**src/sv/esde_pkg.sv**
```systemverilog
// Shared types, register indexes and datapath op codes for the encoder speed estimator.
package esde_pkg;

  // Configuration port geometry
  localparam int CFG_DATA_W = 24;
  localparam int CFG_IDX_W  = 3;

  // Register indexes on the configuration port
  typedef enum logic [CFG_IDX_W-1:0] {
    REG_LEFT_SPEED_GAIN       = 3'd0,
    REG_RIGHT_SPEED_GAIN      = 3'd1,
    REG_CENTIMETRE_FACTOR     = 3'd2,
    REG_TICK_PERIOD           = 3'd3,
    REG_PULSES_PER_CENTIMETRE = 3'd4,
    REG_LEFT_INVERT           = 3'd5,
    REG_RIGHT_INVERT          = 3'd6
  } esde_reg_t;

  // Register reset values
  localparam logic [23:0] RST_LEFT_SPEED_GAIN       = 24'd65536;
  localparam logic [23:0] RST_RIGHT_SPEED_GAIN      = 24'd65536;
  localparam logic [9:0]  RST_CENTIMETRE_FACTOR     = 10'd100;
  localparam logic [9:0]  RST_TICK_PERIOD           = 10'd5;
  localparam logic [15:0] RST_PULSES_PER_CENTIMETRE = 16'd256;
  localparam logic        RST_LEFT_INVERT           = 1'b0;
  localparam logic        RST_RIGHT_INVERT          = 1'b1;

  typedef struct packed {
    logic [23:0] left_speed_gain;
    logic [23:0] right_speed_gain;
    logic [9:0]  centimetre_factor;
    logic [9:0]  tick_period;
    logic [15:0] pulses_per_centimetre;
    logic        left_invert;
    logic        right_invert;
  } esde_cfg_t;

  typedef struct packed {
    logic signed [15:0] left_pulses;
    logic signed [15:0] right_pulses;
  } esde_in_t;

  typedef struct packed {
    logic signed [31:0] left_speed;
    logic signed [31:0] right_speed;
    logic signed [31:0] car_speed;
    logic signed [31:0] car_speed_cm;
    logic signed [31:0] left_total;
    logic signed [31:0] right_total;
    logic signed [31:0] car_distance;
    logic signed [31:0] left_distance;
    logic signed [31:0] right_distance;
  } esde_out_t;

  // Datapath operations issued by the controller, one per cycle
  typedef enum logic [3:0] {
    OP_NONE,
    OP_LOAD,      // capture samples, read window slot
    OP_SUM,       // update window sums and window memory
    OP_MUL_LS,    // left sum * left gain
    OP_MUL_RS,    // right sum * right gain
    OP_MUL_LD,    // left speed * tick period
    OP_MUL_RD,    // right speed * tick period
    OP_MUL_CD,    // car speed * tick period
    OP_MUL_CM,    // car speed * centimetre factor
    OP_MUL_PL,    // left distance acc * pulses per cm
    OP_MUL_PR,    // right distance acc * pulses per cm
    OP_MUL_PC     // car distance acc * pulses per cm
  } esde_op_t;

  typedef struct packed {
    esde_op_t op;
    logic     load_out;
  } esde_cmd_t;

endpackage

```
**src/sv/esde_ctrl.sv**
```systemverilog
// Controller state machine: sequences one beat through the shared multiplier.
module esde_ctrl import esde_pkg::*; (
  input  logic      clk,
  input  logic      rst_n,
  input  logic      in_valid,
  output logic      in_stall,
  output logic      out_valid,
  input  logic      out_stall,
  output esde_cmd_t cmd
);

  typedef enum logic [3:0] {
    ST_IDLE,
    ST_SUM,
    ST_MLS,
    ST_MRS,
    ST_MLD,
    ST_MRD,
    ST_MCD,
    ST_MCM,
    ST_MPL,
    ST_MPR,
    ST_MPC,
    ST_DONE
  } state_t;

  state_t state_r;
  logic   in_stall_r;
  logic   out_valid_r;

  // Map state to the datapath operation
  always_comb begin
    cmd.op       = OP_NONE;
    cmd.load_out = (state_r == ST_DONE) && (!out_valid_r || !out_stall);
    unique case (state_r)
      ST_IDLE: cmd.op = in_valid ? OP_LOAD : OP_NONE;
      ST_SUM:  cmd.op = OP_SUM;
      ST_MLS:  cmd.op = OP_MUL_LS;
      ST_MRS:  cmd.op = OP_MUL_RS;
      ST_MLD:  cmd.op = OP_MUL_LD;
      ST_MRD:  cmd.op = OP_MUL_RD;
      ST_MCD:  cmd.op = OP_MUL_CD;
      ST_MCM:  cmd.op = OP_MUL_CM;
      ST_MPL:  cmd.op = OP_MUL_PL;
      ST_MPR:  cmd.op = OP_MUL_PR;
      ST_MPC:  cmd.op = OP_MUL_PC;
      ST_DONE: cmd.op = OP_NONE;
      default: cmd.op = OP_NONE;
    endcase
  end

  // Advance the sequence, hold the input stall and the output valid
  always_ff @(posedge clk) begin
    if (!rst_n) begin
      state_r     <= ST_IDLE;
      in_stall_r  <= 1'b0;
      out_valid_r <= 1'b0;
    end else begin
      unique case (state_r)
        ST_IDLE: begin
          if (in_valid) begin
            state_r    <= ST_SUM;
            in_stall_r <= 1'b1;
          end
        end
        ST_SUM:  state_r <= ST_MLS;
        ST_MLS:  state_r <= ST_MRS;
        ST_MRS:  state_r <= ST_MLD;
        ST_MLD:  state_r <= ST_MRD;
        ST_MRD:  state_r <= ST_MCD;
        ST_MCD:  state_r <= ST_MCM;
        ST_MCM:  state_r <= ST_MPL;
        ST_MPL:  state_r <= ST_MPR;
        ST_MPR:  state_r <= ST_MPC;
        ST_MPC:  state_r <= ST_DONE;
        ST_DONE: begin
          if (cmd.load_out) begin
            state_r    <= ST_IDLE;
            in_stall_r <= 1'b0;
          end
        end
        default: state_r <= ST_IDLE;
      endcase

      // Output beat: set on load, drop once taken
      if (cmd.load_out) begin
        out_valid_r <= 1'b1;
      end else if (!out_stall) begin
        out_valid_r <= 1'b0;
      end
    end
  end

  assign in_stall  = in_stall_r;
  assign out_valid = out_valid_r;

endmodule

```
**config.mk**
```make
export PLATFORM = sky130hd
export DESIGN_NAME = esde_ctrl
export DESIGN_NICKNAME = d
export VERILOG_FILES = /design/src/sv/esde_pkg.sv /design/src/sv/esde_ctrl.sv
export SDC_FILE = /design/constraint.sdc
export NUM_CORES = 1
export LEC_CHECK = 0
export BUFFER_PORTS_ARGS = -buffer_cell sky130_fd_sc_hd__clkbuf_2
export CAP_MARGIN = 5
export CORE_AREA = 2 2 39 41
export DETAILED_ROUTE_END_ITERATION = 16
export DIE_AREA = 0 0 41 43
export GPL_TIMING_DRIVEN = 0
export PLACE_DENSITY = 0.51
export SLEW_MARGIN = 5
export SYNTH_ARGS = -nofsm -noshare
export SYNTH_HDL_FRONTEND = slang
export SYNTH_SLANG_ARGS = --single-unit
```
**constraint.sdc**
```tcl
create_clock -name clk -period 1.85 [get_ports clk]
set_clock_uncertainty 0.15 [all_clocks]
set_input_delay 0.0925 -clock clk [delete_from_list [all_inputs] [get_ports clk]]
set_output_delay 0.0925 -clock clk [all_outputs]
set_load 0.05 [all_outputs]
```
==> metrics.txt, run 1 <==
io pins 11; drt first-iter violations 2; drt wl/cell 10.6 microns; Worst path max stage delay roughly 0.29 ns; Synth area leaders dfxtp_1, nand4b_1, a21oi_1; slew margin rel. 0.803; CP cell instances buf_2 > nand4b_1 > a21oi_2 > clkbuf_2; Avg Cell Area, Syn between 9 and 10 sq um; largest net degree at the start of global routing 11; WS Path Type reg2out; status finished clean; vias in the first global route ~260; CTS H-tree lvls 1; syn nets 38; clk slew on worst S/H paths 0.05 ns; CP Launch Type flip-flop; Worst VDD drop 0.312 mV; Post-CTS Hold Buffers 1; diode count 0; initial antenna violation count 0; Starting Density 0.222; vias post-DR between 200 and 300; Worst Path Max Fanout 9; RSZ-0062 raised after global routing false; WL final 677 microns; Place WS 0.274 ns; Seq/Total Area, Yosys 0.390; setup_tns 0 ns; FF+latch count, synth 6; most frequent cells in the layout clkbuf_2, dfxtp_1, nand2_1, clkbuf_4; Core Footprint 0.00138 sq mm; CTS resizes 0; Slew Viols, Final 0; area of the die 0.00176 sq mm; Total Nets Final 54; GRT Residual Overflow 0; routed vias/inst 4.52; final setup vio count 0; total number of yosys warnings 0; Die W 41 microns; first-pass GRT wire length 1080 microns; # rows 14; DRC violation count after routing 0; clock buffer depth 2; Synth cell types 22; DP HPWL approximately 480 microns; Max Clock Freq 595 MHz; Area Overhead vs Synth 36.2%; post-synthesis instance total 34; Num CTS Buffers 3; Worst-Margin Slew 0.293 ns; static leakage around 0.00019 uW; post-CTS setup buffer count 0; RePlAce Congestion 0.672; Finished Layout Cells 64; Antenna Nets Post-Route 0; commonest non-fill, non-tap cell in the layout clkbuf_2; clock root cell clkbuf_4; TritonCTS clock tree built; die height roughly 43 microns; clock latency at the later pin of the worst-skew pair 0.25 ns; crit path setup slack, layout between 0.15 and 0.2 ns; Post-Syn Area 308 sq um; clock sink count 6; port bufs 10; hold crit path type in2reg; Power Density 836 mW/mm^2; required time worst endpoint 1.61 ns; Max Cap Violations 0; fin crit share 0.909; area post-placement 387 sq um; Yosys top cell area share 0.390; Final Hold Vio Count 0; total global routing track utilization 0.0993; layout cells sized above 1 0.438; largest area contributor in the netlist dfxtp_1; final hold slack 0.0106 ns; Worst path slowest cell dfxtp_1; Worst Path Arrival between 1 and 1.5 ns; First-pass DRT Iterations 2; Worst Setup End Kind output pin; clock period minus worst slack between 1.5 and 2 ns; Placed Instances 60; post-layout instance area approximately 420 sq um
## metrics by stage
stage	utilization	total power (uW)
floorplan	-	206
global placement	0.279	225
detailed placement	0.279	225
CTS	0.303	355
global route	0.303	374
finish	0.303	350
## synthesized netlist by cell type
cell type	count
a21oi_1	3
xor2_1	1
dfxtp_1	6
buf_6	1
or4_4	1
a211oi_1	1
nand4b_1	2
nor3_1	1
nor2_1	2
o21a_1	1
xnor2_1	1
a21boi_0	1
nand2_1	3
nand3b_1	1
or2_2	1
clkbuf_2	1
o21ba_1	1
a31oi_1	1
nor3b_1	1
nor4_1	2
o21ai_2	1
buf_2	1
## final timing paths
path                                 from                 endpoint  slack [ns]  depth (start not counted)
setup / recovery  state_r[2]$_SDFFE_PN0P_                   cmd[0]        0.17                          4
hold / removal                  out_stall   out_valid$_SDFFE_PN0P_        0.01                          3
setup reg to reg  state_r[2]$_SDFFE_PN0P_  state_r[1]$_SDFFE_PN0P_        0.25                          4
hold reg to reg     in_stall$_SDFFE_PN0P_    in_stall$_SDFFE_PN0P_        0.37                          2
## flip-flops by register name, summed over array words and instances (netlist names)
register   count
in_stall       1
state_r        4
out_valid      1
## critical path, delay by kind of cell (launching register included)
| family | cells | cell delay [ns] |
|---|---|---|
| and+or+nand+nor | 1 | 0.26 |
| DFF | 1 | 0.29 |
| AOI/OAI and AO/OA | 1 | 0.18 |
| buffers and inverters | 2 | 0.46 |
## power by group
part / internal [uW] / total (uW) / switching (uW)
clock network: 73.8 / 126 / 52.7
registers: 136 / 140 / 4.55
logic: 27.6 / 83.5 / 55.9
## cell type report
| cell class | count | area, sq um |
|---|---|---|
| repair buffers | 11 | 60.1 |
| clock buffers | 3 | 22.5 |
| plain buffers | 3 | 21.3 |
| fillers | 158 | 965 |
| multi-input cells | 25 | 175 |
| flip-flops and latches | 6 | 120 |
| well taps | 16 | 20.0 |
## routing by layer
metal,track usage,share of wire,vias up
li1,-,-,157
met1,0.125,0.51,120
met2,0.113,0.41,10
met3,0.0785,0.066,2
met4,0.0600,0.015,0
met5,0,0,-
## logic make-up after synthesis
| kind of cell | synth area share |
|---|---|
| AND/OR/NAND/NOR | 0.281 |
| buffers and inverters | 0.0691 |
| flip-flops | 0.390 |
| XOR/XNOR | 0.0569 |
| AO/OA/AOI/OAI | 0.203 |
Note: power is estimated with default switching activity, not from simulation.
==> run 2, diff against run 1 <==
--- a/config.mk
+++ b/config.mk
@@ -7,10 +7,9 @@
 export LEC_CHECK = 0
 export BUFFER_PORTS_ARGS = -buffer_cell sky130_fd_sc_hd__clkbuf_2
 export CAP_MARGIN = 5
-export CORE_AREA = 2 2 39 41
+export CORE_AREA = 8 8 45 47
 export DETAILED_ROUTE_END_ITERATION = 16
-export DIE_AREA = 0 0 41 43
-export GPL_TIMING_DRIVEN = 0
+export DIE_AREA = 0 0 53 55
 export PLACE_DENSITY = 0.51
 export SLEW_MARGIN = 5
 export SYNTH_ARGS = -nofsm -noshare
==> run 2 against run 1 <==
  * Sequential share of layout area increased by 1.5 points
  * Critical path depth decreased by 1
  * Die area increased by 65%
  * Design area decreased by 5.1%
  * Highest routed layer is now met3
  * Worst setup slack improved by 0.0019 ns
  * Clock-buffer cell count unchanged
  * Sequential power increased by 4%
  * Clock power decreased by 8%
  * Via count decreased by 3.8%
==> metrics.txt, run 2 (synthesis gave the netlist of run 1 again) <==
status finished clean; die height 55 microns (+28%); area of the die 0.00292 sq mm (+65%); clock buffer depth 2 (unchanged); static leakage 0.000170 uW (-8.7%); Worst Path Arrival 1.44 ns (about the same); First-pass DRT Iterations 2 (unchanged); Fill cells 155 (-1.9%); Power Density 850 mW/mm^2 (+1.7%); Worst path max stage delay 0.48 ns (+0.19 ns); Reg area 120 sq um (unchanged); RSZ-0062 raised after global routing false; Worst Setup End Kind output pin; vias in the first global route 283 (+10%); slew margin rel. 0.788 (-0.0147); Biggest register state_r; Num CTS Buffers 3 (unchanged); clock root cell clkbuf_4; flop2flop setup slack 0.33 ns (+0.08 ns); clk slew on worst S/H paths 0.04 ns (about the same); Worst Path Max Fanout 10 (+1); commonest non-fill, non-tap cell in the layout clkbuf_2; Area Overhead vs Synth 29.3%; first-pass GRT wire length 1190 microns (+11%); worst r2r src state_r[3]$_SDFFE_PN0P_; CTS H-tree lvls 1 (unchanged); most frequent cells in the layout clkbuf_2, dfxtp_1, nand2_1, clkbuf_4; Final Hold Vio Count 0 (unchanged); GRT Residual Overflow 0 (unchanged); max FFs per register 4 (unchanged); multi-input logic area 175 sq um (unchanged); final setup vio count 0 (unchanged); routed vias/inst 4.56 (+0.92%); clock latency at the later pin of the worst-skew pair 0.24 ns (about the same); layout cells sized above 1 0.400 (-0.0375); Die W 53 microns (+29%); CP cell instances nand4b_1 > a21oi_2 > clkbuf_2; Worst path slowest cell dfxtp_1; hold crit path type in2reg; Worst setup startpoint state_r[3]$_SDFFE_PN0P_; Antenna Nets Post-Route 0 (unchanged); Starting Density 0.222 (unchanged); DRC violation count after routing 0 (unchanged); # rows 14 (unchanged); initial antenna violation count 0 (unchanged); worst setup path end cmd[0]; TritonCTS clock tree built; RePlAce Congestion 0.742 (+10%); drt first-iter violations 5 (+3); WL final 677 microns (unchanged); fin crit share 0.908 (-0.00102); Max Clock Freq 595 MHz (+0.11%); Worst-Margin Slew 0.315 ns (+0.0219 ns); CP Launch Type flip-flop; largest net degree at the start of global routing 11 (unchanged); total global routing track utilization 0.0558 (-0.0435); post-CTS setup buffer count 0 (unchanged); setup_tns 0 ns (unchanged); Max Cap Violations 0 (unchanged); Worst Reg-to-Reg Cells 3 (-1); port bufs 10 (unchanged); Worst VDD drop 0.292 mV (-6.4%); required time worst endpoint 1.61 ns (about the same); drt wl/cell 11.1 microns (+4.9%); final hold slack 0.0186 ns (+0.00795 ns); diode count 0 (unchanged); Reg-to-Reg End state_r[1]$_SDFFE_PN0P_; Worst Hold Launch out_stall; WS Path Type reg2out; vias post-DR 278 (-3.8%); Slew Viols, Final 0 (unchanged); io pins 11 (unchanged); Core Footprint 0.00138 sq mm (unchanged); clock sink count 6 (unchanged); clock period minus worst slack 1.68 ns (-0.00188 ns); Total Nets Final 51 (-5.6%)
==> run 2: stage by stage <==
step                area, sq um  total power [uW]   util  setup slack, ns  instances
floorplan                   317               206      -           0.0563         34
global placement            365               224  0.264            0.347         57
detailed placement          365               224  0.264            0.328         57
CTS                         398               346  0.288            0.176         61
global route                398               356  0.288           0.0514         61
finish                      398               338  0.288            0.170         61
==> run 2: area by class of cell <==
type                            count  share of cell area
Timing Repair Buffer               11               0.151
Multi-Input combinational cell     25               0.440
Sequential cell                     6               0.302
Clock buffer                        3              0.0566
Tap cell                           16              0.0503
==> run 2: routing by layer <==
layer,up-vias,GRT usage,routed length [microns]
li1,149,-,-
met5,-,0,0
met2,7,0.0684,289
met3,0,0.0294,73
met4,0,0.0517,0
met1,122,0.0672,314
==> run 2: worst min-delay path by stage <==
stage | cells after the start | endpoint
after floorplan | 1 | state_r[0]$_SDFFE_PN0P_
after global placement | 2 | state_r[0]$_SDFFE_PN0P_
after detailed placement | 2 | state_r[0]$_SDFFE_PN0P_
after CTS | 3 | out_valid$_SDFFE_PN0P_
after global routing | 3 | out_valid$_SDFFE_PN0P_
final | 3 | out_valid$_SDFFE_PN0P_
==> run 2: critical path: cells and delay by family (launching register included) <==
| family | cells | cell delay (ns) |
|---|---|---|
| compound gates | 1 | 0.18 |
| buf+inv | 1 | 0.30 |
| flops | 1 | 0.48 |
| simple gates | 1 | 0.24 |
==> run 2: power breakdown <==
group / internal (uW) / switching (uW)
Sequential: 136 / 8.54
Clock: 73.1 / 42.5
Combinational: 26.1 / 51.9
==> run 2: timing repair <==
action	4_1_cts	5_1_grt
resized for setup	0	0
hold buffers	1	0
endpoints found under the hold margin	4	0
==> run 3, diff against run 2 <==
--- a/config.mk
+++ b/config.mk
@@ -10,7 +10,7 @@
 export CORE_AREA = 8 8 45 47
 export DETAILED_ROUTE_END_ITERATION = 16
 export DIE_AREA = 0 0 53 55
-export PLACE_DENSITY = 0.51
+export PLACE_DENSITY_LB_ADDON = 0.08
 export SLEW_MARGIN = 5
 export SYNTH_ARGS = -nofsm -noshare
 export SYNTH_HDL_FRONTEND = slang
==> run 3 against run 2 <==
  * Sequential power is essentially flat
  * Wire length grew 13%
  * Maximum frequency shrank 1.4%
  * Die area is the same
  * Clock-buffer cell count is the same
  * Highest routed layer unchanged
==> metrics.txt, run 3 (synthesis gave the netlist of run 1 again) <==
status finished clean; RePlAce Congestion 0.754 (+1.7%); DP HPWL 609 microns; Worst-Margin Slew 0.322 ns (+0.00788 ns); vias in the first global route 294 (+3.9%); # rows 14 (unchanged); port bufs 10 (unchanged); Max Clock Freq 587 MHz (-1.4%); initial antenna violation count 0 (unchanged); crit path setup slack, layout 0.147 ns (-0.0234 ns); clock period minus worst slack 1.70 ns (+0.0234 ns); CTS H-tree lvls 1 (unchanged); Power Density 851 mW/mm^2 (+0.13%); final setup vio count 0 (unchanged); Biggest register state_r; WS Path Type reg2out; RSZ-0062 raised after global routing false; commonest non-fill, non-tap cell in the layout clkbuf_2; TritonCTS clock tree built; Worst Hold Launch out_stall; Die W 53 microns (unchanged); area of the die 0.00292 sq mm (unchanged); Hold Path End out_valid$_SDFFE_PN0P_; clock sink count 6 (unchanged); routed vias/inst 4.82 (+5.8%); first-pass GRT wire length 1190 microns (-0.59%); largest net degree at the start of global routing 11 (unchanged); max FFs per register 4 (unchanged); required time worst endpoint 1.61 ns (about the same); First-pass DRT Iterations 2 (unchanged); Num CTS Buffers 3 (unchanged); hold crit path type in2reg; Starting Density 0.222 (unchanged); diode count 0 (unchanged); Place WS 0.311 ns (-0.0170 ns); drt wl/cell 12.6 microns (+13%); Reg-to-Reg End state_r[1]$_SDFFE_PN0P_; Worst Reg-to-Reg Cells 3 (unchanged); most frequent cells in the layout clkbuf_2, dfxtp_1, nand2_1, clkbuf_4; DRC violation count after routing 0 (unchanged); Area Overhead vs Synth 29.3% (unchanged); slew margin rel. 0.785 (-0.00362); Slew Viols, Final 0 (unchanged); Core Footprint 0.00138 sq mm (unchanged); clock latency at the later pin of the worst-skew pair 0.24 ns (about the same); Max Cap Violations 0 (unchanged); CP Launch Type flip-flop; setup_tns 0 ns (unchanged); flop2flop setup slack 0.29 ns (-0.04 ns); GRT Residual Overflow 0 (unchanged); Final Hold Vio Count 0 (unchanged); fin crit share 0.921 (+0.0127); worst r2r src state_r[3]$_SDFFE_PN0P_; total global routing track utilization 0.0564 (+0.000547); Worst Path Max Fanout 10 (unchanged); Antenna Nets Post-Route 0 (unchanged); static leakage 0.000170 uW (unchanged); Total Nets Final 51 (unchanged); Hold Path Cell Cnt 3 (unchanged); clk slew on worst S/H paths 0.04 ns (about the same); vias post-DR 294 (+5.8%); die height 55 microns (unchanged); Worst VDD drop 0.304 mV (+4.1%); io pins 11 (unchanged); WL final 766 microns (+13%); layout cells sized above 1 0.400 (unchanged); clock root cell clkbuf_4; Worst Setup End Kind output pin; drt first-iter violations 3 (-2); clock buffer depth 2 (unchanged); Worst Path Arrival 1.46 ns (+0.02 ns)
run 3: cell counts in the layout (fill, tap and decap cells not counted):
Identical to the previous run, type by type.
run 3: timing repair:
action / 4_1_cts / 5_1_grt
resized for setup: 0 / 0
buffers inserted: 0 / 0
hold endpoints to repair: 5 / 0
hold buffers: 1 / 0
endpoints found under the setup margin: 0 / 0
run 3: how the worst max path moves through the flow:
stage	start	depth (start not counted)	to	slack, ns
final	state_r[3]$_SDFFE_PN0P_	3	cmd[0]	0.15
after global routing	state_r[3]$_SDFFE_PN0P_	3	cmd[0]	0.03
after CTS	state_r[3]$_SDFFE_PN0P_	3	cmd[0]	0.12
after detailed placement	state_r[3]$_SDFFE_PN0P_	3	state_r[1]$_SDFFE_PN0P_	0.31
after global placement	state_r[3]$_SDFFE_PN0P_	3	state_r[1]$_SDFFE_PN0P_	0.34
after floorplan	state_r[0]$_SDFFE_PN0P_	4	state_r[1]$_SDFFE_PN0P_	0.06
run 3: report_power, final:
| group | internal [uW] | switching (uW) |
|---|---|---|
| clock | 73.1 | 42.9 |
| combinational | 26.1 | 51.4 |
| sequential | 136 | 9.14 |
run 3: final cells by class:
type | count | area (sq um)
multi-input combinational | 25 | 175
timing repair buffer | 11 | 60.1
clock buffer | 3 | 22.5
sequential | 6 | 120
tap | 16 | 20.0
fill | 153 | 986
run 3: worst max-delay path: stages (launching register included):
cell and delay, ns:
dfxtp_1 0.50, nand4b_1 0.23, a21oi_2 0.18, clkbuf_2 0.30
run 3: metrics by stage:
step                power (uW)  hold slack [ns]  utilization  area [sq um]  cells
floorplan                  206           0.0601            -           317     34
global placement           224            0.217        0.264           365     57
detailed placement         224            0.221        0.264           365     57
CTS                        348           0.0273        0.288           398     61
global route               358           0.0645        0.288           398     61
finish                     339           0.0355        0.288           398     61
run 3: layer usage:
metal  share of wire  GRT usage  routed length, microns  vias up
met5               0          0                       0        -
met4               0     0.0388                       0        0
met3           0.098     0.0401                      75        0
met2            0.49     0.0820                     372       10
met1            0.42     0.0565                     319      135
li1                -          -                       -      149
