`src/sv/esde_pkg.sv`:
```
// Shared types, register indexes and datapath op codes for the encoder speed estimator.
package esde_pkg;

  // Configuration port geometry
  localparam int CFG_DATA_W = 24;
  localparam int CFG_IDX_W  = 3;

  // Register indexes on the configuration port
  typedef enum logic [CFG_IDX_W-1:0] {
    REG_LEFT_SPEED_GAIN       = 3'd0,
    REG_RIGHT_SPEED_GAIN      = 3'd1,
    REG_CENTIMETRE_FACTOR     = 3'd2,
    REG_TICK_PERIOD           = 3'd3,
    REG_PULSES_PER_CENTIMETRE = 3'd4,
    REG_LEFT_INVERT           = 3'd5,
    REG_RIGHT_INVERT          = 3'd6
  } esde_reg_t;

  // Register reset values
  localparam logic [23:0] RST_LEFT_SPEED_GAIN       = 24'd65536;
  localparam logic [23:0] RST_RIGHT_SPEED_GAIN      = 24'd65536;
  localparam logic [9:0]  RST_CENTIMETRE_FACTOR     = 10'd100;
  localparam logic [9:0]  RST_TICK_PERIOD           = 10'd5;
  localparam logic [15:0] RST_PULSES_PER_CENTIMETRE = 16'd256;
  localparam logic        RST_LEFT_INVERT           = 1'b0;
  localparam logic        RST_RIGHT_INVERT          = 1'b1;

  typedef struct packed {
    logic [23:0] left_speed_gain;
    logic [23:0] right_speed_gain;
    logic [9:0]  centimetre_factor;
    logic [9:0]  tick_period;
    logic [15:0] pulses_per_centimetre;
    logic        left_invert;
    logic        right_invert;
  } esde_cfg_t;

  typedef struct packed {
    logic signed [15:0] left_pulses;
    logic signed [15:0] right_pulses;
  } esde_in_t;

  typedef struct packed {
    logic signed [31:0] left_speed;
    logic signed [31:0] right_speed;
    logic signed [31:0] car_speed;
    logic signed [31:0] car_speed_cm;
    logic signed [31:0] left_total;
    logic signed [31:0] right_total;
    logic signed [31:0] car_distance;
    logic signed [31:0] left_distance;
    logic signed [31:0] right_distance;
  } esde_out_t;

  // Datapath operations issued by the controller, one per cycle
  typedef enum logic [3:0] {
    OP_NONE,
    OP_LOAD,      // capture samples, read window slot
    OP_SUM,       // update window sums and window memory
    OP_MUL_LS,    // left sum * left gain
    OP_MUL_RS,    // right sum * right gain
    OP_MUL_LD,    // left speed * tick period
    OP_MUL_RD,    // right speed * tick period
    OP_MUL_CD,    // car speed * tick period
    OP_MUL_CM,    // car speed * centimetre factor
    OP_MUL_PL,    // left distance acc * pulses per cm
    OP_MUL_PR,    // right distance acc * pulses per cm
    OP_MUL_PC     // car distance acc * pulses per cm
  } esde_op_t;

  typedef struct packed {
    esde_op_t op;
    logic     load_out;
  } esde_cmd_t;

endpackage

```
`src/sv/esde_cfg.sv`:
```
// Configuration register file for the encoder speed estimator.
module esde_cfg import esde_pkg::*; (
  input  logic                  clk,
  input  logic                  rst_n,
  input  logic                  cfg_we,
  input  logic [CFG_IDX_W-1:0]  cfg_index,
  input  logic [CFG_DATA_W-1:0] cfg_wdata,
  output esde_cfg_t             cfg
);

  esde_cfg_t cfg_r;

  // Decode the write and update the addressed register
  always_ff @(posedge clk) begin
    if (!rst_n) begin
      cfg_r.left_speed_gain       <= RST_LEFT_SPEED_GAIN;
      cfg_r.right_speed_gain      <= RST_RIGHT_SPEED_GAIN;
      cfg_r.centimetre_factor     <= RST_CENTIMETRE_FACTOR;
      cfg_r.tick_period           <= RST_TICK_PERIOD;
      cfg_r.pulses_per_centimetre <= RST_PULSES_PER_CENTIMETRE;
      cfg_r.left_invert           <= RST_LEFT_INVERT;
      cfg_r.right_invert          <= RST_RIGHT_INVERT;
    end else if (cfg_we) begin
      unique case (cfg_index)
        REG_LEFT_SPEED_GAIN:       cfg_r.left_speed_gain       <= cfg_wdata[23:0];
        REG_RIGHT_SPEED_GAIN:      cfg_r.right_speed_gain      <= cfg_wdata[23:0];
        REG_CENTIMETRE_FACTOR:     cfg_r.centimetre_factor     <= cfg_wdata[9:0];
        REG_TICK_PERIOD:           cfg_r.tick_period           <= cfg_wdata[9:0];
        REG_PULSES_PER_CENTIMETRE: cfg_r.pulses_per_centimetre <= cfg_wdata[15:0];
        REG_LEFT_INVERT:           cfg_r.left_invert           <= cfg_wdata[0];
        REG_RIGHT_INVERT:          cfg_r.right_invert          <= cfg_wdata[0];
        default: ;
      endcase
    end
  end

  assign cfg = cfg_r;

endmodule

```
`config.mk`:
```
export PLATFORM = sky130hd
export DESIGN_NAME = esde_cfg
export DESIGN_NICKNAME = d
export VERILOG_FILES = /design/src/sv/esde_pkg.sv /design/src/sv/esde_cfg.sv
export SDC_FILE = /design/constraint.sdc
export NUM_CORES = 1
export LEC_CHECK = 0
export ABC_AREA = 1
export BUFFER_PORTS_ARGS = -buffer_cell sky130_fd_sc_hd__buf_2
export CORE_UTILIZATION = 50
export DETAILED_ROUTE_END_ITERATION = 12
export PLACE_DENSITY = 0.79
export SLEW_MARGIN = 10
export SYNTH_ARGS = -nofsm -noshare
export SYNTH_HDL_FRONTEND = slang
export SYNTH_SLANG_ARGS = --single-unit
```
`constraint.sdc`:
```
create_clock -name clk -period 1.4 [get_ports clk]
set_clock_uncertainty 0.05 [all_clocks]
set_input_delay 0.28 -clock clk [delete_from_list [all_inputs] [get_ports clk]]
set_output_delay 0.28 -clock clk [all_outputs]
set_load 0.05 [all_outputs]
```
==> flow_metrics.env, run 1 <==
export IMPL_status="finished clean"
export IMPL_crit_end="cfg[51]"
export IMPL_synth_adder_area_share_pct=0
export IMPL_root_buffer="clkbuf_8"
export IMPL_track_usage_pct=25.2
export IMPL_p_per_area_nw_per_um2=1180
export IMPL_setup_viol=0
export IMPL_muxShareOfSynthArea_pct=0
export IMPL_busiest_layer="met2"
export IMPL_vias_per_cell=5.00
export IMPL_gp_congestion=0.875
export IMPL_path_depth=1
export IMPL_synth_compound_area_share_pct=0.435
export IMPL_ir_drop_mv=0.574
export IMPL_post_synth_and_or_nand_nor_area_fraction_pct=42.1
export IMPL_core_area_sq_um=6490
export IMPL_wl_per_cell_microns=13.0
export IMPL_crit_chain="buf_2"
export IMPL_min_path_type="input port to register"
export IMPL_max_slew_margin_pct=71.0
export IMPL_path_buf_inv=1
export IMPL_cts_setup_buffers=0
export IMPL_area_delta_synth_final_pct=25.6
export IMPL_syn_avg_cell_area_sq_um=6.93
export IMPL_path_clk_slew_ns=0.08
export IMPL_ys_types=15
export IMPL_yosysTopAreaCell="dfxtp_1"
export IMPL_crit_start="cfg[51]"
export IMPL_critPathMaxStageDelay_ns=0.37
export IMPL_synth_seq_cells=86
export IMPL_dieArea_sq_um=7240
export IMPL_crit_arrival_ns=0.99
export IMPL_rr_startpoint="cfg[10]"
export IMPL_synth_top_family_by_area="simple AND/OR/NAND/NOR gates"
export IMPL_dr_total_vias=3445
export IMPL_io_pins=116
export IMPL_crit_type="register to output pin"
export IMPL_drcViolationCount=0
export IMPL_grt_max_degree=87
export IMPL_use_met2_pct=42.7
export IMPL_rsz0062_at_grt="false"
export IMPL_fin_util_pct=66.8
export IMPL_numCtsBuffers=9
export IMPL_portBuffers=115
export IMPL_cts_tree="yes"
export IMPL_num_rows=29
export IMPL_drt_pass1_iterations=5
export IMPL_clkPwrFrac_pct=32.9
export IMPL_grt_overflow=0
export IMPL_critPathLaunchType="register"
export IMPL_antenna_cells=0
export IMPL_ctsHoldBuffers=0
export IMPL_use_met1_pct=31.3
export IMPL_p_seq_share_pct=50.3
export IMPL_r2r_end="cfg[10]"
export IMPL_layout_nets=637
export IMPL_worst_setup_path_end_kind="output pin"
export IMPL_synth_xor_area_share_pct=0
export IMPL_hold_viol_final=0
export IMPL_yosys_warnings=0
export IMPL_die_x_microns=85.1
export IMPL_postRouteAntennaNets=0
export IMPL_htreeDepth=3
export IMPL_hpwl_mm=6.16
export IMPL_p_switching_mw=1.54
export IMPL_finalCriticalPeriod_ns=1.32
export IMPL_crit_family="flip-flops"
export IMPL_drt_iter0_drc=201
export IMPL_wl_mm=8.93
export IMPL_synth_fp_nets=528
export IMPL_cellLeakagePower_nw=2.18
export IMPL_synth_top_area_share_pct=49.9
export IMPL_power_internal_mw=3.58
export IMPL_path_max_fanout=2
export IMPL_grtUsageMet3_pct=5.84
export IMPL_drv_cap=0
export IMPL_fin_area_sq_um=4340
export IMPL_cts_path_max_buffers=2
export IMPL_min_from="cfg_wdata[16]"
export IMPL_die_y_microns=85.1
export IMPL_initial_utilization_pct=53.2
export IMPL_worstPathRequired_ns=1.07
export IMPL_max_freq_ghz=0.760
export IMPL_cts_resized=0
export IMPL_largest_reg_flops=86
export IMPL_grt_pass1_vias=3130
export IMPL_netlist_instances=498
export IMPL_ys_seq_area_share_pct=49.9
export IMPL_critPathSlowestCell="dfxtp_1"
export IMPL_power_frac_comb_pct=16.9
export IMPL_clkLatencyLatePin_ns=0.34
export IMPL_worst_slew_pin_slew_ns=0.435
export IMPL_yosys_top_cells_area="dfxtp_1 (50%), nor2_1 (17%), nand3_1 (13%), nand2_1 (11%), inv_1 (2.7%)"
export IMPL_rrSetupSlack_ns=0.73
export IMPL_synth_area_sq_um=3450
export IMPL_power_switching_share_pct=30.0
export IMPL_drv_slew=0
export IMPL_place_area_sq_um=4150
export IMPL_fin_tns_setup_ns=0
export IMPL_finalCritPeriodShare_pct=93.9
export IMPL_drive_above_1_share_pct=24.8
export IMPL_clkSinkCount=86
export IMPL_grt_pass1_wl_mm=14.3
export IMPL_antenna_found_initial=0
export IMPL_worst_r2r_cell_count=2
## metrics by stage
step	std cells	hold WS, ns	setup WS, ns	power [mW]
after detailed placement	673	0.408	0.0678	3.49
after global routing	689	0.118	0.0492	5.35
after CTS	689	0.105	0.0835	5.15
after floorplan	498	0.343	0.231	3.25
after global placement	673	0.401	0.129	3.48
final	689	0.112	0.0847	5.12
## power by group through the flow
stage / sequential (mW) / combinational (mW) / clock [mW]
finish: 2.57 / 0.863 / 1.68
global route: 2.58 / 0.933 / 1.83
CTS: 2.57 / 0.864 / 1.71
detailed placement: 2.63 / 0.862 / 0
global placement: 2.63 / 0.849 / 0
floorplan: 2.93 / 0.325 / 0
## cell families after synthesis
kind of cell,Yosys count
buffers and inverters,58
and+or+nand+nor,351
AOI/OAI and AO/OA,3
DFF,86
## synth_stat cells
cell type,number
o21ai_0,2
inv_1,25
nor2_1,155
nor2_4,2
clkbuf_1,5
nand3_1,87
buf_2,12
inv_2,2
dfxtp_1,86
clkinv_1,2
nor2_2,5
buf_1,4
a21oi_1,1
buf_4,8
nand2_1,102
## cell type report
cell class	count	area (sq um)
multi-input combinational	354	1480
tap	77	96.3
inverter	29	109
clock buffer	11	131
sequential	86	1720
fill	613	2160
timing repair buffer	127	741
clock inverter	5	60.1
## layer usage
| layer | wire length [microns] | vias up |
|---|---|---|
| li1 | - | 1755 |
| met1 | 3810 | 1565 |
| met2 | 4360 | 112 |
| met3 | 598 | 13 |
| met4 | 158 | 0 |
| met5 | 0 | - |
## worst min-delay path by stage
stage / end / depth (start not counted) / slack (ns)
after detailed placement: cfg[54] / 2 / 0.41
after floorplan: cfg[30] / 2 / 0.34
final: cfg[54] / 3 / 0.11
after global placement: cfg[30] / 2 / 0.40
after CTS: cfg[54] / 3 / 0.11
after global routing: cfg[33] / 3 / 0.12
## cells in the final DEF, fill, tap and decap left out
cell type	netlist	routed
clkinvlp_4	0	4
clkinv_1	2	2
clkbuf_1	5	2
buf_4	8	6
clkbuf_8	0	9
nor2_4	2	3
nand2_1	102	102
a21oi_1	1	1
buf_12	0	6
inv_2	2	2
buf_2	12	115
nor2_1	155	153
nand3_1	87	87
dfxtp_1	86	86
nor2_2	5	6
inv_1	25	25
bufinv_16	0	1
o21ai_0	2	2
(Power assumes the default switching activity.)
==> run 2: changes to the inputs <==
Settings changed: HOLD_SLACK_MARGIN set to 0.15.
==> flow_metrics.env, run 2 (same netlist as run 1, synthesis figures left out) <==
export IMPL_status="finished clean"
export IMPL_power_switching_share_pct=30.2
export IMPL_dr_total_vias=3501
export IMPL_layout_commonest_cell="nor2_1"
export IMPL_worstPathRequired_ns=1.07
export IMPL_finalCritPeriodShare_pct=93.5
export IMPL_path_clk_slew_ns=0.09
export IMPL_die_y_microns=85.1
export IMPL_postRouteAntennaNets=0
export IMPL_grt_pass1_wl_mm=14.5
export IMPL_cts_setup_buffers=0
export IMPL_cts_path_max_buffers=2
export IMPL_power_internal_mw=3.59
export IMPL_gp_congestion=0.875
export IMPL_track_usage_pct=25.6
export IMPL_die_x_microns=85.1
export IMPL_root_buffer="clkbuf_8"
export IMPL_fin_cells=695
export IMPL_largest_reg_flops=86
export IMPL_antenna_found_initial=0
export IMPL_min_path_type="input port to register"
export IMPL_path_max_fanout=2
export IMPL_vias_per_cell=5.04
export IMPL_area_delta_synth_final_pct=27.4
export IMPL_hpwl_mm=6.16
export IMPL_cellLeakagePower_nw=2.20
export IMPL_n_fill_cell=603
export IMPL_wl_mm=9.10
export IMPL_layout_nets=643
export IMPL_p_seq_share_pct=50.0
export IMPL_initial_utilization_pct=53.2
export IMPL_critPathMaxStageDelay_ns=0.36
export IMPL_cts_resized=0
export IMPL_grt_pass1_vias=3195
export IMPL_fin_area_sq_um=4400
export IMPL_setup_viol=0
export IMPL_dieArea_sq_um=7240
export IMPL_core_area_sq_um=6490
export IMPL_p_switching_mw=1.55
export IMPL_drt_iter0_drc=236
export IMPL_numCtsBuffers=9
export IMPL_htreeDepth=3
export IMPL_drive_above_1_share_pct=24.6
export IMPL_crit_type="register to output pin"
export IMPL_max_slew_margin_pct=71.1
export IMPL_drt_pass1_iterations=4
export IMPL_p_per_area_nw_per_um2=1170
export IMPL_worst_slew_pin_slew_ns=0.433
export IMPL_crit_family="flip-flops"
export IMPL_clkSinkCount=86
export IMPL_drv_slew=0
export IMPL_grt_overflow=0
export IMPL_portBuffers=115
export IMPL_num_rows=29
export IMPL_place_area_sq_um=4150
export IMPL_crit_arrival_ns=0.98
export IMPL_hold_viol_final=0
export IMPL_finalCriticalPeriod_ns=1.31
export IMPL_critPathSlowestCell="dfxtp_1"
export IMPL_antenna_cells=0
export IMPL_layout_common_cells="nor2_1 (153), buf_2 (115), nand2_1 (102)"
export IMPL_worst_setup_path_end_kind="output pin"
export IMPL_max_freq_ghz=0.764
export IMPL_fin_tns_setup_ns=0
export IMPL_power_frac_comb_pct=17.0
export IMPL_clkPwrFrac_pct=32.9
export IMPL_ir_drop_mv=0.577
export IMPL_path_buf_inv=1
export IMPL_grt_max_degree=87
export IMPL_crit_chain="buf_2"
export IMPL_ctsHoldBuffers=6
export IMPL_cts_tree="yes"
export IMPL_dp_cells=673
export IMPL_wl_per_cell_microns=13.1
export IMPL_rsz0062_at_grt="false"
export IMPL_drcViolationCount=0
export IMPL_clkLatencyLatePin_ns=0.34
export IMPL_critPathLaunchType="register"
export IMPL_io_pins=116
export IMPL_drv_cap=0
run 2: changes by cell type in the layout (fill, tap and decap cells not counted):
| cell | change |
|---|---|
| dlygate4sd3_1 | +6 |
run 2: layout make-up:
cell class | instances | area (sq um) | share of cell area [%]
flip-flops and latches | 86 | 1720 | 39.1
multi-input cells | 354 | 1480 | 33.6
repair buffers | 133 | 801 | 18.2
clock buffers | 11 | 131 | 2.99
inverters | 29 | 109 | 2.48
well taps | 77 | 96.3 | 2.19
clock inverters | 5 | 60.1 | 1.37
run 2: worst paths after layout:
kind | from | cells past startpoint | slack, ns | end
max | cfg[12] | 1 | 0.09 | cfg[12]
min | cfg_wdata[22] | 5 | 0.22 | cfg[84]
max reg2reg | cfg[10] | 2 | 0.71 | cfg[10]
min reg2reg | cfg[21] | 2 | 0.43 | cfg[21]
run 2: per-stage QoR:
| step | setup WS (ns) | hold WS (ns) | power (mW) | util (%) |
|---|---|---|---|---|
| 6_report | 0.0912 | 0.216 | 5.15 | 67.7 |
| 5_1_grt | 0.0492 | 0.226 | 5.36 | 67.7 |
| 4_1_cts | 0.0835 | 0.210 | 5.16 | 67.7 |
| 3_5_place_dp | 0.0678 | 0.408 | 3.49 | 63.8 |
| 3_3_place_gp | 0.129 | 0.401 | 3.48 | 63.8 |
| 2_1_floorplan | 0.231 | 0.343 | 3.25 | - |
run 2: layer usage:
metal	track usage, %	vias to the layer above	part of all wire [%]
met3	5.84	14	6.8
li1	-	1766	-
met1	31.6	1596	43
met4	10.6	0	1.5
met5	0	-	0
met2	43.2	125	49
run 2: power by group through the flow:
stage                     sequential (mW)  combinational [mW]  clock, mW
after global placement               2.63               0.849          0
after floorplan                      2.93               0.325          0
final                                2.57               0.877       1.70
after CTS                            2.57               0.877       1.71
after detailed placement             2.63               0.862          0
after global routing                 2.58               0.947       1.83
run 2: tightest hold or removal path: cells and delay by family:
kind | cells | cell delay, ns
AND/OR/NAND/NOR | 3 | 0.19
buffers and inverters | 2 | 0.11
==> run 3: changes to the inputs <==
Settings changed: CELL_PAD_IN_SITES_DETAIL_PLACEMENT set to 1, CELL_PAD_IN_SITES_GLOBAL_PLACEMENT set to 1, CORE_UTILIZATION 50 to 37, PLACE_DENSITY 0.79 to not set, PLACE_DENSITY_LB_ADDON set to 0.1.
Clock period 1.4 ns to 1.6 ns, I/O delays scaled along.
==> flow_metrics.env, run 3 (same netlist as run 1, synthesis figures left out) <==
export IMPL_finalCriticalPeriod_ns=1.38
export IMPL_gp_congestion=0.806
export IMPL_numCtsBuffers=9
export IMPL_io_pins=116
export IMPL_dieArea_sq_um=9720
export IMPL_max_slew_margin_pct=71.3
export IMPL_num_rows=34
export IMPL_drv_cap=0
export IMPL_worstPathRequired_ns=1.23
export IMPL_rr_startpoint="cfg[10]"
export IMPL_cts_path_max_buffers=2
export IMPL_track_usage_pct=22.6
export IMPL_cts_setup_buffers=0
export IMPL_path_depth=1
export IMPL_fin_area_sq_um=4410
export IMPL_cts_tree="yes"
export IMPL_dr_total_vias=3470
export IMPL_antenna_found_initial=0
export IMPL_antenna_cells=0
export IMPL_critPathLaunchType="register"
export IMPL_drv_slew=0
export IMPL_portBuffers=115
export IMPL_crit_chain="buf_2"
export IMPL_crit_family="flip-flops"
export IMPL_wl_per_cell_microns=14.5
export IMPL_drt_iter0_drc=80
export IMPL_crit_arrival_ns=1.01
export IMPL_crit_end="cfg[40]"
export IMPL_status="finished clean"
export IMPL_drive_above_1_share_pct=24.4
export IMPL_path_clk_slew_ns=0.09
export IMPL_fin_tns_setup_ns=0
export IMPL_layout_commonest_cell="nor2_1"
export IMPL_fin_cells=722
export IMPL_crit_start="cfg[40]"
export IMPL_die_y_microns=98.6
export IMPL_grt_pass1_wl_mm=17.3
export IMPL_clkSinkCount=86
export IMPL_setup_viol=0
export IMPL_min_path_type="input port to register"
export IMPL_p_per_area_nw_per_um2=1050
export IMPL_critPathSlowestCell="dfxtp_1"
export IMPL_worst_slew_pin_slew_ns=0.430
export IMPL_core_area_sq_um=8890
export IMPL_max_freq_ghz=0.727
export IMPL_rrSetupSlack_ns=0.92
export IMPL_dp_cells=701
export IMPL_pre_cts_slack_ns=0.183
export IMPL_finalCritPeriodShare_pct=86.0
export IMPL_hpwl_mm=7.13
export IMPL_ir_drop_mv=0.437
export IMPL_path_buf_inv=1
export IMPL_initial_utilization_pct=38.8
export IMPL_critPathMaxStageDelay_ns=0.38
export IMPL_rsz0062_at_grt="false"
export IMPL_postRouteAntennaNets=0
export IMPL_layout_nets=639
export IMPL_crit_type="register to output pin"
export IMPL_hold_viol_final=0
export IMPL_cellLeakagePower_nw=2.20
export IMPL_worst_slack_ns=0.225
export IMPL_grt_overflow=0
export IMPL_largest_reg_flops=86
export IMPL_clkLatencyLatePin_ns=0.35
export IMPL_worst_r2r_cell_count=2
export IMPL_die_x_microns=98.6
export IMPL_root_buffer="clkbuf_8"
export IMPL_drt_pass1_iterations=4
export IMPL_grt_pass1_vias=3498
export IMPL_area_delta_synth_final_pct=27.7
export IMPL_worstHoldPathCells=3
export IMPL_wl_mm=10.5
export IMPL_grt_max_degree=87
export IMPL_vias_per_cell=4.81
export IMPL_layout_common_cells="nor2_1 (153), buf_2 (115), nand2_1 (102)"
export IMPL_path_max_fanout=2
export IMPL_htreeDepth=3
export IMPL_worst_setup_path_end_kind="output pin"
export IMPL_drcViolationCount=0
export IMPL_place_area_sq_um=4150
export IMPL_r2r_end="cfg[10]"
## run 3: final cells by class
class / count / area (sq um)
Fill cell: 1196 / 4480
Sequential cell: 86 / 1720
Multi-Input combinational cell: 354 / 1480
Timing Repair Buffer: 129 / 756
Clock buffer: 12 / 155
Tap cell: 108 / 135
Inverter: 29 / 109
Clock inverter: 4 / 53.8
## run 3: worst min-delay path by stage
stage                            start      end  slack [ns]
after global routing      cfg_wdata[0]  cfg[18]        0.18
after global placement         cfg[20]  cfg[20]        0.39
after CTS                 cfg_wdata[0]  cfg[18]        0.17
after detailed placement       cfg[20]  cfg[20]        0.40
after floorplan           cfg_wdata[2]  cfg[30]        0.38
final                     cfg_wdata[0]  cfg[18]        0.18
## run 3: worst register-to-register path: stages, from the launching register on
cell,delay [ns]
dfxtp_1,0.33
o21ai_0,0.09
nand3_1,0.09
## run 3: routing by layer
| metal | global-route usage, % | routed length, microns | vias up | share of wire (%) |
|---|---|---|---|---|
| li1 | - | - | 1760 | - |
| met1 | 28.5 | 4780 | 1623 | 46 |
| met2 | 39.1 | 5080 | 77 | 48 |
| met3 | 4.11 | 513 | 10 | 4.9 |
| met4 | 7.35 | 112 | 0 | 1.1 |
| met5 | 0 | 0 | - | 0 |
## run 3: power by group
group / switching [mW] / leakage [nW] / internal (mW)
Sequential: 0.0388 / 0.699 / 2.21
Combinational: 0.569 / 1.40 / 0.201
Clock: 0.812 / 0.0992 / 0.815
## run 3: what timing repair did
| action | in CTS | in global routing |
|---|---|---|
| endpoints found under the setup margin | 0 | 0 |
| endpoints found under the hold margin | 6 | 0 |
| hold buffers | 5 | 0 |
| gates resized for setup | 0 | 0 |
## run 3: through the flow
step	power, mW	utilization [%]	hold slack, ns
after floorplan	2.85	-	0.383
after global placement	3.06	46.7	0.392
after detailed placement	3.07	46.7	0.399
after CTS	4.68	49.6	0.172
after global routing	4.83	49.6	0.178
final	4.65	49.6	0.184
